### src/hdl/kwm_pkg.sv
// ============================================================================
// kwm_pkg
// Shared types, constants and codes of the k-way max-select merge block.
// ============================================================================
package kwm_pkg;

    // list geometry
    localparam int LISTS       = 8;
    localparam int DEPTH       = 1024;
    localparam int LIST_W      = (LISTS > 1) ? $clog2(LISTS) : 1;
    localparam int LEN_W       = $clog2(DEPTH + 1);
    localparam int POS_W       = (DEPTH > 1) ? $clog2(DEPTH) : 1;
    localparam int ADDR_W      = $clog2(LISTS * DEPTH);
    localparam int TREE_LEAVES = 1 << LIST_W;
    localparam int TREE_NODES  = 2 * TREE_LEAVES - 1;

    // field widths
    localparam int CMD_W   = 2;
    localparam int INDEX_W = 3;
    localparam int VALUE_W = 32;
    localparam int STAT_W  = 2;
    localparam int COUNT_W = 14;

    localparam logic [COUNT_W-1:0] COUNT_MAX = '1;

    // queue between front and back
    localparam int QUEUE_DEPTH = 2;
    localparam int QPTR_W      = $clog2(QUEUE_DEPTH);
    localparam int QCNT_W      = $clog2(QUEUE_DEPTH + 1);

    // command codes
    localparam logic [CMD_W-1:0] CMD_APPEND = 2'd0;
    localparam logic [CMD_W-1:0] CMD_POP    = 2'd1;
    localparam logic [CMD_W-1:0] CMD_CLEAR  = 2'd2;
    localparam logic [CMD_W-1:0] CMD_NONE   = 2'd3;

    // status codes
    localparam logic [STAT_W-1:0] ST_OK    = 2'd0;
    localparam logic [STAT_W-1:0] ST_EMPTY = 2'd1;
    localparam logic [STAT_W-1:0] ST_FULL  = 2'd2;
    localparam logic [STAT_W-1:0] ST_ORDER = 2'd3;

    // classified operation handed from front to back
    typedef enum logic [2:0] {
        OP_APPEND,
        OP_REJECT,
        OP_POP,
        OP_CLEAR,
        OP_NOP
    } op_t;

    // back-end sequencer states
    typedef enum logic {
        BK_RUN,
        BK_REFILL
    } back_state_t;

    typedef struct packed {
        logic [CMD_W-1:0]          cmd;
        logic [INDEX_W-1:0]        list_index;
        logic signed [VALUE_W-1:0] value;
    } req_t;

    typedef struct packed {
        logic signed [VALUE_W-1:0] popped_value;
        logic [STAT_W-1:0]         status;
        logic [COUNT_W-1:0]        pop_count;
    } rsp_t;

    typedef struct packed {
        op_t                       op;
        logic [LIST_W-1:0]         list_sel;
        logic signed [VALUE_W-1:0] value;
    } job_t;

endpackage

### src/hdl/kwm_front.sv
// ============================================================================
// kwm_front
// Accepts requests, classifies them and holds them in a short queue.
// ============================================================================
module kwm_front
    import kwm_pkg::*;
(
    input  logic clk,
    input  logic rst_n,
    input  logic req_valid,
    output logic req_stall,
    input  req_t req,
    output logic job_valid,
    output job_t job,
    input  logic job_take
);

    job_t              entry_reg [QUEUE_DEPTH];
    logic [QPTR_W-1:0] wr_ptr_reg;
    logic [QPTR_W-1:0] wr_ptr_next;
    logic [QPTR_W-1:0] rd_ptr_reg;
    logic [QPTR_W-1:0] rd_ptr_next;
    logic [QCNT_W-1:0] count_reg;
    logic [QCNT_W-1:0] count_next;
    logic              push;
    logic              missing;
    job_t              decoded;

    // classify the incoming request
    always_comb
    begin
        missing          = (32'(req.list_index) >= LISTS);
        decoded.list_sel = LIST_W'(req.list_index);
        decoded.value    = req.value;
        unique case (req.cmd)
            CMD_APPEND: decoded.op = missing ? OP_REJECT : OP_APPEND;
            CMD_POP:    decoded.op = OP_POP;
            CMD_CLEAR:  decoded.op = OP_CLEAR;
            default:    decoded.op = OP_NOP;
        endcase
    end

    // queue handshake
    assign req_stall = (count_reg == QCNT_W'(QUEUE_DEPTH));
    assign push      = req_valid && !req_stall;
    assign job_valid = (count_reg != '0);
    assign job       = entry_reg[rd_ptr_reg];

    // pointer and fill count update
    always_comb
    begin
        wr_ptr_next = wr_ptr_reg;
        rd_ptr_next = rd_ptr_reg;
        count_next  = count_reg;
        if (push)
        begin
            wr_ptr_next = (wr_ptr_reg == QPTR_W'(QUEUE_DEPTH - 1)) ? '0 : wr_ptr_reg + 1'b1;
        end
        if (job_take)
        begin
            rd_ptr_next = (rd_ptr_reg == QPTR_W'(QUEUE_DEPTH - 1)) ? '0 : rd_ptr_reg + 1'b1;
        end
        if (push && !job_take)
        begin
            count_next = count_reg + 1'b1;
        end
        else if (!push && job_take)
        begin
            count_next = count_reg - 1'b1;
        end
    end

    always_ff @(posedge clk or negedge rst_n)
    begin
        if (!rst_n)
        begin
            wr_ptr_reg <= '0;
            rd_ptr_reg <= '0;
            count_reg  <= '0;
        end
        else
        begin
            wr_ptr_reg <= wr_ptr_next;
            rd_ptr_reg <= rd_ptr_next;
            count_reg  <= count_next;
        end
    end

    // queue storage
    always_ff @(posedge clk)
    begin
        if (push)
        begin
            entry_reg[wr_ptr_reg] <= decoded;
        end
    end

endmodule

### config.mk
export PLATFORM = sky130hd
export DESIGN_NAME = kwm_front
export DESIGN_NICKNAME = d
export VERILOG_FILES = /design/src/hdl/kwm_pkg.sv /design/src/hdl/kwm_front.sv
export SDC_FILE = /design/constraint.sdc
export NUM_CORES = 1
export LEC_CHECK = 0
export ABC_AREA = 1
export BUFFER_PORTS_ARGS = -buffer_cell sky130_fd_sc_hd__buf_2
export CAP_MARGIN = 5
export CORE_MARGIN = 2
export CORE_UTILIZATION = 56
export CTS_CLUSTER_DIAMETER = 30
export CTS_CLUSTER_SIZE = 25
export DETAILED_ROUTE_END_ITERATION = 10
export PLACE_DENSITY = 0.84
export REMOVE_ABC_BUFFERS = 1
export SETUP_SLACK_MARGIN = 0.2
export SLEW_MARGIN = 20
export SYNTH_ARGS = -nofsm -noshare
export SYNTH_HDL_FRONTEND = slang
export SYNTH_SLANG_ARGS = --single-unit
### constraint.sdc
create_clock -name clk -period 7.44 [get_ports clk]
set_input_delay 2.232 -clock clk [delete_from_list [all_inputs] [get_ports clk]]
set_output_delay 2.232 -clock clk [all_outputs]
set_load 0.005 [all_outputs]
; After elaboration in Yosys (flattened, before gate mapping)
; Memory sizes are Yosys's and may differ from the RTL's.
; Cells that the tools add are included.
[totals]
output_inout_bits = 40
register_bits = 4
mem_bits_rw = 76
n_memories = 1
word_cells = 27
input_bits = 41
[classes]
n_eq_ne = 3
reduce_logical = 9
addsub = 4
n_mux = 7
[mem_list]
columns = memory, words, width, read_ports, rd_ports_with_merged_regs, write_ports, line
row1 = entry_reg, 2, 38, 1, 0, 1, kwm_front.sv:18  ; job_t entry_reg [QUEUE_DEPTH];
[ops]
columns = operator, n
row1 = 3-bit case mux with 3 select lines, 1
row2 = 2-bit equality test (second input constant), 2
row3 = 1-bit 2-to-1 mux, 4
row4 = 2-bit 2-to-1 mux, 2
row5 = 2-bit nonzero test, 2
row6 = 1-bit logical AND, 3
row7 = 1-bit zero test, 3
row8 = 1-bit adder (second input constant), 2
row9 = 2-bit by 1-bit adder with 2-bit output (second input constant), 1
row10 = 2-bit by 1-bit equality test with 1-bit output (second input constant), 1
row11 = 2-bit zero test, 1
row12 = 2-bit by 1-bit subtractor with 2-bit output (second input constant), 1

; Depth between registers and ports, before layout
; Gate-level depths: netlist of the first run.
[logic_depth]
depth_word = 7
mapped_depth = 9
depth_no_buf = 9

; Worst setup path after synthesis of the first run
; No wires, ideal clock.
[synth_path]
path_type = input-to-reg
start = input port req_valid
end = memory entry_reg[1][0] in the netlist's numbering (enable)
path_buffers = 0
required_time_ns = 7.007
setup_ns = 0.433
setup_slack_ns = 3.068
arrival_time_ns = 3.939
stages = 2
path_cell_list = o21ai_0 > nor2_1
[synth_between]
elab_chain_cells = 3
[synth_rtl]
columns = item, line
row1 = start: declaration, kwm_front.sv:10  ; input logic req_valid,
row2 = 1-bit logical AND, kwm_front.sv:45  ; assign push = req_valid && !req_stall;
row3 = 1-bit 2-to-1 mux, kwm_front.sv:92  ; if (push)
row4 = 1-bit 2-to-1 mux (implied by the code), kwm_front.sv:94  ; entry_reg[wr_ptr_reg] <= decoded;
row5 = end: declaration, kwm_front.sv:18
; No other way between the ends.

==> flow_metrics.env, run 1 <==
export IMPL_path_clk_slew_ns=0.07
export IMPL_drt_wl_total_mm=4.884
export IMPL_port_buffers=80
export IMPL_power_density_nw_per_um2=368.9
export IMPL_hold_viol=0
export IMPL_cts_buffers=9
export IMPL_swShare_pct=26.71
export IMPL_mostFrequentLayoutCell="buf_2"
export IMPL_ioPinCount=81
export IMPL_place_gp_congestion=0.7888
export IMPL_holdBufCountCts=0
export IMPL_cp_required_ns=5.21
export IMPL_synth_largest_area_cell="edfxtp_1"
export IMPL_drtPass1Iterations=4
export IMPL_initial_core_util_pct=58.76
export IMPL_muxShareOfSynthArea_pct=15.31
export IMPL_largest_register_ffs=76
export IMPL_initialDrtViolationCount=62
export IMPL_final_nets=284
export IMPL_criticalPathCategory="reg2out"
export IMPL_setup_violations=0
export IMPL_antenna_found_initial=0
export IMPL_final_cell_mix="buf_2 (80), edfxtp_1 (76), mux2_2 (28)"
export IMPL_synthAdderAreaFrac_pct=1.235
export IMPL_drive_gt1_share_pct=54.92
export IMPL_grt_pass1_vias=1623
export IMPL_crit_family="flip-flops"
export IMPL_r2r_setup_slack_ns=5.27
export IMPL_vias=1622
export IMPL_critPathMaxFanout=39
export IMPL_status="completed"
export IMPL_synth_top_family_by_area="multiplexers"
export IMPL_postSynthCellCount=151
export IMPL_row_count=26
export IMPL_die_h_um=77.67
export IMPL_hpwl_mm=3.222
export IMPL_synth_simple_area_share_pct=1.729
export IMPL_rsz0062_at_grt="false"
export IMPL_clock_path_buffers=2
export IMPL_cts_tree="built"
export IMPL_fin_skew_ns=0.006172
export IMPL_slew_headroom_pct=36.65
export IMPL_drv_cap=0
export IMPL_grt_util_all_layers_pct=16.74
export IMPL_intPower_uw=1009
export IMPL_slowest_stage="dfrtp_2"
export IMPL_ys_types=16
export IMPL_die_width_um=77.67
export IMPL_gr_total_overflow=0
export IMPL_viasPerCell=5.166
export IMPL_hold_class="reg2reg"
export IMPL_ys_seq_elements=80
export IMPL_slew_violations=0
export IMPL_syn_area_per_cell_um2=20.13
export IMPL_fin_ws_ns=3.321
export IMPL_synth_xor_area_share_pct=0.5764
export IMPL_die_area_um2=6033
export IMPL_wl_per_cell_um=15.55
export IMPL_leakagePower_uw=0.001495
export IMPL_tightest_slew_ns=0.9503
export IMPL_clk_latency_ns=0.33
export IMPL_cp_cell_sequence="mux2_2, buf_2"
export IMPL_synth_top_area_share_pct=75.09
export IMPL_synth_warnings=0
export IMPL_seqPwrFrac_pct=49.9
export IMPL_ctsResizeCount=0
export IMPL_cts_setup_buffers=0
export IMPL_path_buf_inv=1
export IMPL_vdd_drop_max_mv=0.2695
export IMPL_syn_area_um2=3039
export IMPL_grt_first_pass_wirelength_mm=7.514
export IMPL_timing_final_crit_share_pct=55.36
export IMPL_synth_seq_area_share_pct=78.39
export IMPL_cts_root_buf="clkbuf_8"
export IMPL_max_freq_mhz=242.8
export IMPL_coreArea_um2=5172
export IMPL_cp_end_kind="primary output"
export IMPL_htree_num_levels=3
export IMPL_area_growth_synth_to_final_pct=22.73
export IMPL_antenna_cells=0
export IMPL_synth_compound_area_share_pct=0.1647
export IMPL_max_stage_delay_ns=0.99
export IMPL_grt_max_degree=40
export IMPL_ant_nets=0
export IMPL_p_clk_share_pct=23.3
export IMPL_switching_power_uw=367.5
export IMPL_drc=0
export IMPL_dp_slack_ns=3.471
export IMPL_netlist_top_cells_area="edfxtp_1 (75%), mux2_2 (10%), mux2_4 (4.9%)"
export IMPL_arrival_ns=1.89
export IMPL_cts_sinks=80
export IMPL_setup_tns_ns=0
export IMPL_period_minus_slack_ns=4.119
export IMPL_power_frac_comb_pct=26.7
export IMPL_cp_start_kind="register"
-- stage by stage --
step	total power [uW]	area (um^2)	util, %	instances	hold slack (ns)
after global routing	1447	3730	72.11	314	0.5517
after global placement	1043	3502	67.71	298	0.4630
after floorplan	897.0	2998	-	147	0.4417
final	1376	3730	72.11	314	0.5145
after detailed placement	1061	3502	67.71	298	0.4878
after CTS	1381	3702	71.58	313	0.5097
-- cells in the mapped netlist, drive strengths merged --
master and number:
mux2 38, ha 3, xor2 1, xnor2 1, edfxtp 76, dfrtp 4, nand2 8, o21ai 1
nand4 1, buf 4, nand3 1, inv 10, nor2 3
-- power groups by stage --
stage               Clock [uW]  Combinational (uW)  Sequential, uW
floorplan                    0                 219             678
global placement             0                 350             693
detailed placement           0                 361             699
CTS                        328                 363             690
global route               348                 398             701
finish                     321                 368             687
-- metal layers --
metal / track usage, % / wire length [um] / up-vias
met4: 5.714 / 30 / 0
met5: 0 / 0 / -
met2: 29.05 / 2617 / 61
li1: - / - / 747
met1: 19.31 / 1931 / 810
met3: 5.814 / 304 / 4
-- worst min-delay path: cells and delay by family (launching register included) --
family / cells / cell delay, ns
DFF: 1 / 0.36
and+or+nand+nor: 2 / 0.12
-- final cells by class --
type / count / area, um^2
sequential: 80 / 2384
timing repair buffer: 82 / 435.4
tap: 70 / 87.58
clock inverter: 5 / 72.57
multi-input combinational: 57 / 585.6
fill: 323 / 1443
inverter: 10 / 37.54
clock buffer: 10 / 127.6
-- worst paths after layout --
check	start	cells past startpoint	endpoint
setup / recovery	rd_ptr_reg	2	job[32]
hold / removal	wr_ptr_reg	2	wr_ptr_reg
setup reg to reg	count_reg[1]	6	entry_reg[0][15]
hold reg to reg	wr_ptr_reg	2	wr_ptr_reg
max in group asynchronous	rst_n	1	rd_ptr_reg
min in group asynchronous	rst_n	1	wr_ptr_reg
-- logic make-up (layout without fill, tap and decap cells) --
group                    after synthesis  after routing
multiplexers                          38             38
AND/OR/NAND/NOR                       13             13
AO/OA/AOI/OAI                          1              1
XOR/XNOR                               2              2
adder cells (fa/ha/maj)                3              3
flip-flops                            80             80
buffers and inverters                 14            107
Power figures use the tool's default switching activity.
==> inputs of run 2 (changes only) <==
CORE_UTILIZATION = 47   (was 56)
PLACE_DENSITY = 0.75   (was 0.84)
clock period = 3.5 ns   (was 7.44 ns; I/O delays follow)
==> flow_metrics.env, run 2 (synthesis results as in run 1) <==
export IMPL_drv_cap=0
export IMPL_die_width_um=84.42
export IMPL_initialDrtViolationCount=97
export IMPL_slew_headroom_pct=62.94
export IMPL_criticalPathCategory="reg2out"
export IMPL_wl_per_cell_um=15.42
export IMPL_cp_end_kind="primary output"
export IMPL_drt_wl_total_mm=4.982
export IMPL_cp_required_ns=2.45
export IMPL_min_from="count_reg[1]"
export IMPL_tightest_slew_ns=0.5553
export IMPL_path_clk_slew_ns=0.07
export IMPL_cts_buffers=9
export IMPL_path_buf_inv=2
export IMPL_power_density_nw_per_um2=796.9
export IMPL_grt_max_degree=27
export IMPL_r2r_setup_slack_ns=1.70
export IMPL_reg2reg_from="count_reg[1]"
export IMPL_grt_util_all_layers_pct=14.52
export IMPL_max_stage_delay_ns=0.64
export IMPL_fin_ws_ns=0.7228
export IMPL_antenna_found_initial=0
export IMPL_ant_nets=0
export IMPL_ctsResizeCount=0
export IMPL_ioPinCount=81
export IMPL_leakagePower_uw=0.001514
export IMPL_rsz0062_at_grt="false"
export IMPL_worstHoldPathCells=2
export IMPL_met3RoutedLength_um=340
export IMPL_htree_num_levels=3
export IMPL_cts_sinks=80
export IMPL_setup_tns_ns=0
export IMPL_vdd_drop_max_mv=0.3869
export IMPL_reg2regPathDepth=4
export IMPL_slowest_stage="dfrtp_2"
export IMPL_mostFrequentLayoutCell="buf_2"
export IMPL_timing_final_crit_share_pct=79.35
export IMPL_vias=1559
export IMPL_antenna_cells=0
export IMPL_holdBufCountCts=0
export IMPL_cts_setup_buffers=0
export IMPL_fillers=504
export IMPL_drtPass1Iterations=4
export IMPL_gr_total_overflow=0
export IMPL_period_minus_slack_ns=2.777
export IMPL_drc=0
export IMPL_port_buffers=80
export IMPL_grt_pass1_vias=1626
export IMPL_initial_core_util_pct=48.14
export IMPL_coreArea_um2=6314
export IMPL_grt_first_pass_wirelength_mm=7.748
export IMPL_critPathMaxFanout=22
export IMPL_arrival_ns=1.73
export IMPL_fin_skew_ns=0.005133
export IMPL_cp_start_kind="register"
export IMPL_r2r_end="entry_reg[1][5]"
export IMPL_setup_violations=0
export IMPL_hold_viol=0
export IMPL_dp_slack_ns=1.029
export IMPL_final_cell_mix="buf_2 (80), edfxtp_1 (76), mux2_2 (28)"
export IMPL_hold_class="reg2reg"
export IMPL_row_count=29
export IMPL_holdPathEnd="count_reg[1]"
export IMPL_status="completed"
export IMPL_place_gp_congestion=0.6871
export IMPL_largest_register_ffs=76
export IMPL_viasPerCell=4.827
export IMPL_cp_cell_sequence="buf_12, mux2_2, buf_2"
export IMPL_cts_tree="built"
export IMPL_clock_path_buffers=2
export IMPL_max_freq_mhz=360.1
export IMPL_hpwl_mm=3.469
export IMPL_slew_violations=0
export IMPL_met2_length_mm=2.399
export IMPL_drt_met1_wl_mm=2.172
export IMPL_area_growth_synth_to_final_pct=24.54
export IMPL_highest_layer="met4"
export IMPL_final_nets=285
export IMPL_cts_root_buf="clkbuf_8"
export IMPL_drive_gt1_share_pct=55.69
export IMPL_die_h_um=84.42
export IMPL_crit_family="flip-flops"
export IMPL_clk_latency_ns=0.33
export IMPL_die_area_um2=7126
-- run 2: changes by cell type in the layout (fill, tap and decap cells not counted) --
cell	delta
buf_12	+2
buf_16	-1
clkbuf_1	-1
bufinv_16	+1
clkinvlp_4	+1
-- run 2: how the worst max path moves through the flow --
stage                     from                to  slack, ns  cells past startpoint
floorplan            req_valid   entry_reg[1][0]       0.31                      2
global placement     req_valid  entry_reg[0][24]       1.06                      6
detailed placement   req_valid  entry_reg[1][24]       1.03                      4
CTS                 rd_ptr_reg           job[31]       0.67                      3
global route        rd_ptr_reg           job[31]       0.63                      3
finish              rd_ptr_reg           job[31]       0.72                      3
-- run 2: final cells by class --
class	count	area (um^2)	area share, %
tap	77	96.34	2.545
inverter	10	37.54	0.9917
clock buffer	9	123.9	3.273
timing repair buffer	83	447.9	11.83
sequential	80	2384	62.98
clock inverter	7	110.1	2.909
multi-input combinational	57	585.6	15.47
-- run 2: power breakdown --
group	switching, uW	internal, uW	leakage [uW]
registers	97.1	1310	0.000754
clock network	306	468	0.000114
logic	382	456	0.000645
-- run 2: routing by layer --
layer  up-vias  global-route usage (%)
met5         -                       0
met4         0                   6.061
met3         8                   4.523
met2        60                   23.45
met1       742                   18.36
li1        749                       -
-- run 2: through the flow --
stage	cell area (um^2)	power, uW	utilization [%]	instances	hold slack (ns)
final	3785	3016	59.95	323	0.4936
after global routing	3785	3176	59.95	323	0.4967
after CTS	3785	3062	59.95	323	0.4956
after detailed placement	3551	2282	56.24	307	0.4740
after global placement	3551	2257	56.24	307	0.4534
after floorplan	2998	1907	-	147	0.4417
-- run 2: worst reg2reg max path, stage by stage (launching register included) --
cell and delay, ns:
dfrtp_1 0.39, inv_1 0.11, o21ai_0 0.17, nor2_4 0.38
buf_4 0.41
==> inputs of run 3 (changes only) <==
CORE_UTILIZATION = 52   (was 47)
PLACE_DENSITY = 0.79   (was 0.75)
clock period = 2.79 ns   (was 3.5 ns; I/O delays follow)
==> flow_metrics.env, run 3 (synthesis results as in run 1) <==
export IMPL_cp_start_kind="register"
export IMPL_row_count=27
export IMPL_fin_ws_ns=0.2774
export IMPL_power_frac_comb_pct=28.6
export IMPL_cts_setup_buffers=0
export IMPL_cts_buffers=9
export IMPL_drive_gt1_share_pct=55.10
export IMPL_die_width_um=80.45
export IMPL_ioPinCount=81
export IMPL_max_freq_mhz=398.0
export IMPL_vdd_drop_max_mv=0.8590
export IMPL_path_clk_slew_ns=0.07
export IMPL_cts_sinks=80
export IMPL_drtPass1Iterations=4
export IMPL_final_cell_mix="buf_2 (80), edfxtp_1 (76), mux2_2 (28)"
export IMPL_status="completed"
export IMPL_ant_nets=0
export IMPL_met3RoutedLength_um=377
export IMPL_arrival_ns=1.68
export IMPL_grt_max_degree=39
export IMPL_place_gp_congestion=0.7141
export IMPL_antenna_cells=0
export IMPL_utilization_pct=66.96
export IMPL_hold_viol=0
export IMPL_viasPerCell=4.852
export IMPL_fin_skew_ns=0.004881
export IMPL_met2_length_mm=2.186
export IMPL_area_growth_synth_to_final_pct=22.81
export IMPL_p_clk_share_pct=23.5
export IMPL_dp_slack_ns=0.6209
export IMPL_power_density_nw_per_um2=976.0
export IMPL_drv_cap=0
export IMPL_grt_util_all_layers_pct=14.65
export IMPL_die_area_um2=6472
export IMPL_hold_class="in2async"
export IMPL_clk_latency_ns=0.33
export IMPL_vias=1538
export IMPL_initialDrtViolationCount=112
export IMPL_initial_core_util_pct=54.52
export IMPL_intPower_uw=2693
export IMPL_hpwl_mm=2.935
export IMPL_coreArea_um2=5574
export IMPL_criticalPathCategory="reg2out"
export IMPL_holdBufCountCts=0
export IMPL_final_nets=285
export IMPL_timing_final_crit_share_pct=90.06
export IMPL_grt_pass1_vias=1499
export IMPL_slew_violations=0
export IMPL_clock_path_buffers=2
export IMPL_drt_met1_wl_mm=1.862
export IMPL_drc=0
export IMPL_mostFrequentLayoutCell="buf_2"
export IMPL_antenna_found_initial=0
export IMPL_max_stage_delay_ns=0.57
export IMPL_largest_register_ffs=76
export IMPL_cp_cell_sequence="buf_12, mux2_2, buf_2"
export IMPL_period_minus_slack_ns=2.513
export IMPL_htree_num_levels=3
export IMPL_slowest_stage="dfrtp_2"
export IMPL_port_buffers=80
export IMPL_die_h_um=80.45
export IMPL_drt_wl_total_mm=4.472
export IMPL_setup_violations=0
export IMPL_switching_power_uw=950.1
export IMPL_gr_total_overflow=0
export IMPL_seqPwrFrac_pct=47.9
export IMPL_highest_layer="met4"
export IMPL_grt_first_pass_wirelength_mm=6.768
export IMPL_cts_tree="built"
export IMPL_setup_tns_ns=0
export IMPL_critPathMaxFanout=27
export IMPL_wl_per_cell_um=14.11
export IMPL_cts_root_buf="clkbuf_8"
export IMPL_cp_required_ns=1.95
export IMPL_slew_headroom_pct=65.83
export IMPL_swShare_pct=26.08
export IMPL_cp_end_kind="primary output"
export IMPL_leakagePower_uw=0.001497
export IMPL_tightest_slew_ns=0.5126
export IMPL_rsz0062_at_grt="false"
export IMPL_ctsResizeCount=0
-- run 3: changes by cell type in the layout (fill, tap and decap cells not counted) --
cell and change:
buf_4 +1, bufinv_16 -1, clkbuf_1 +1, buf_12 -1, clkinvlp_4 -1
-- run 3: final cells by class --
type / count / area, um^2
sequential: 80 / 2384
fill: 389 / 1842
multi-input combinational: 57 / 585.6
timing repair buffer: 83 / 435.4
clock buffer: 10 / 127.6
tap: 72 / 90.09
clock inverter: 5 / 72.57
inverter: 10 / 37.54
-- run 3: final timing paths --
path / startpoint / to / slack (ns) / cells after the start
min in group clk: count_reg[1] / count_reg[1] / 0.49 / 2
hold / removal: rst_n / wr_ptr_reg / 0.30 / 1
hold reg to reg: count_reg[1] / count_reg[1] / 0.49 / 2
max in group asynchronous: rst_n / rd_ptr_reg / 2.36 / 1
setup / recovery: rd_ptr_reg / job[27] / 0.28 / 3
setup reg to reg: count_reg[1] / entry_reg[0][1] / 1.17 / 6
-- run 3: worst max-delay path, delay by kind of cell (launching register included) --
kind	cells	cell delay, ns
muxes	1	0.37
DFF	1	0.57
buffers and inverters	2	0.38
-- run 3: through the flow --
stage	total power [uW]	cell area [um^2]	hold WS, ns	instances
floorplan	2392	2998	0.4417	147
global placement	2819	3532	0.4560	302
detailed placement	2841	3532	0.4686	302
CTS	3694	3732	0.2878	317
global route	3844	3732	0.2835	317
finish	3643	3732	0.2968	317
-- run 3: routing by layer --
metal  track usage (%)  vias up
met5                 0        -
met4             5.593        0
met3             6.966        7
met2             23.92       62
met1             16.74      725
li1                  -      744
-- run 3: power groups by stage --
| stage | logic (uW) | clock network [uW] | registers (uW) |
|---|---|---|---|
| floorplan | 584 | 0 | 1810 |
| global placement | 1060 | 0 | 1760 |
| detailed placement | 1060 | 0 | 1780 |
| CTS | 1070 | 875 | 1750 |
| global route | 1150 | 928 | 1770 |
| finish | 1040 | 855 | 1750 |
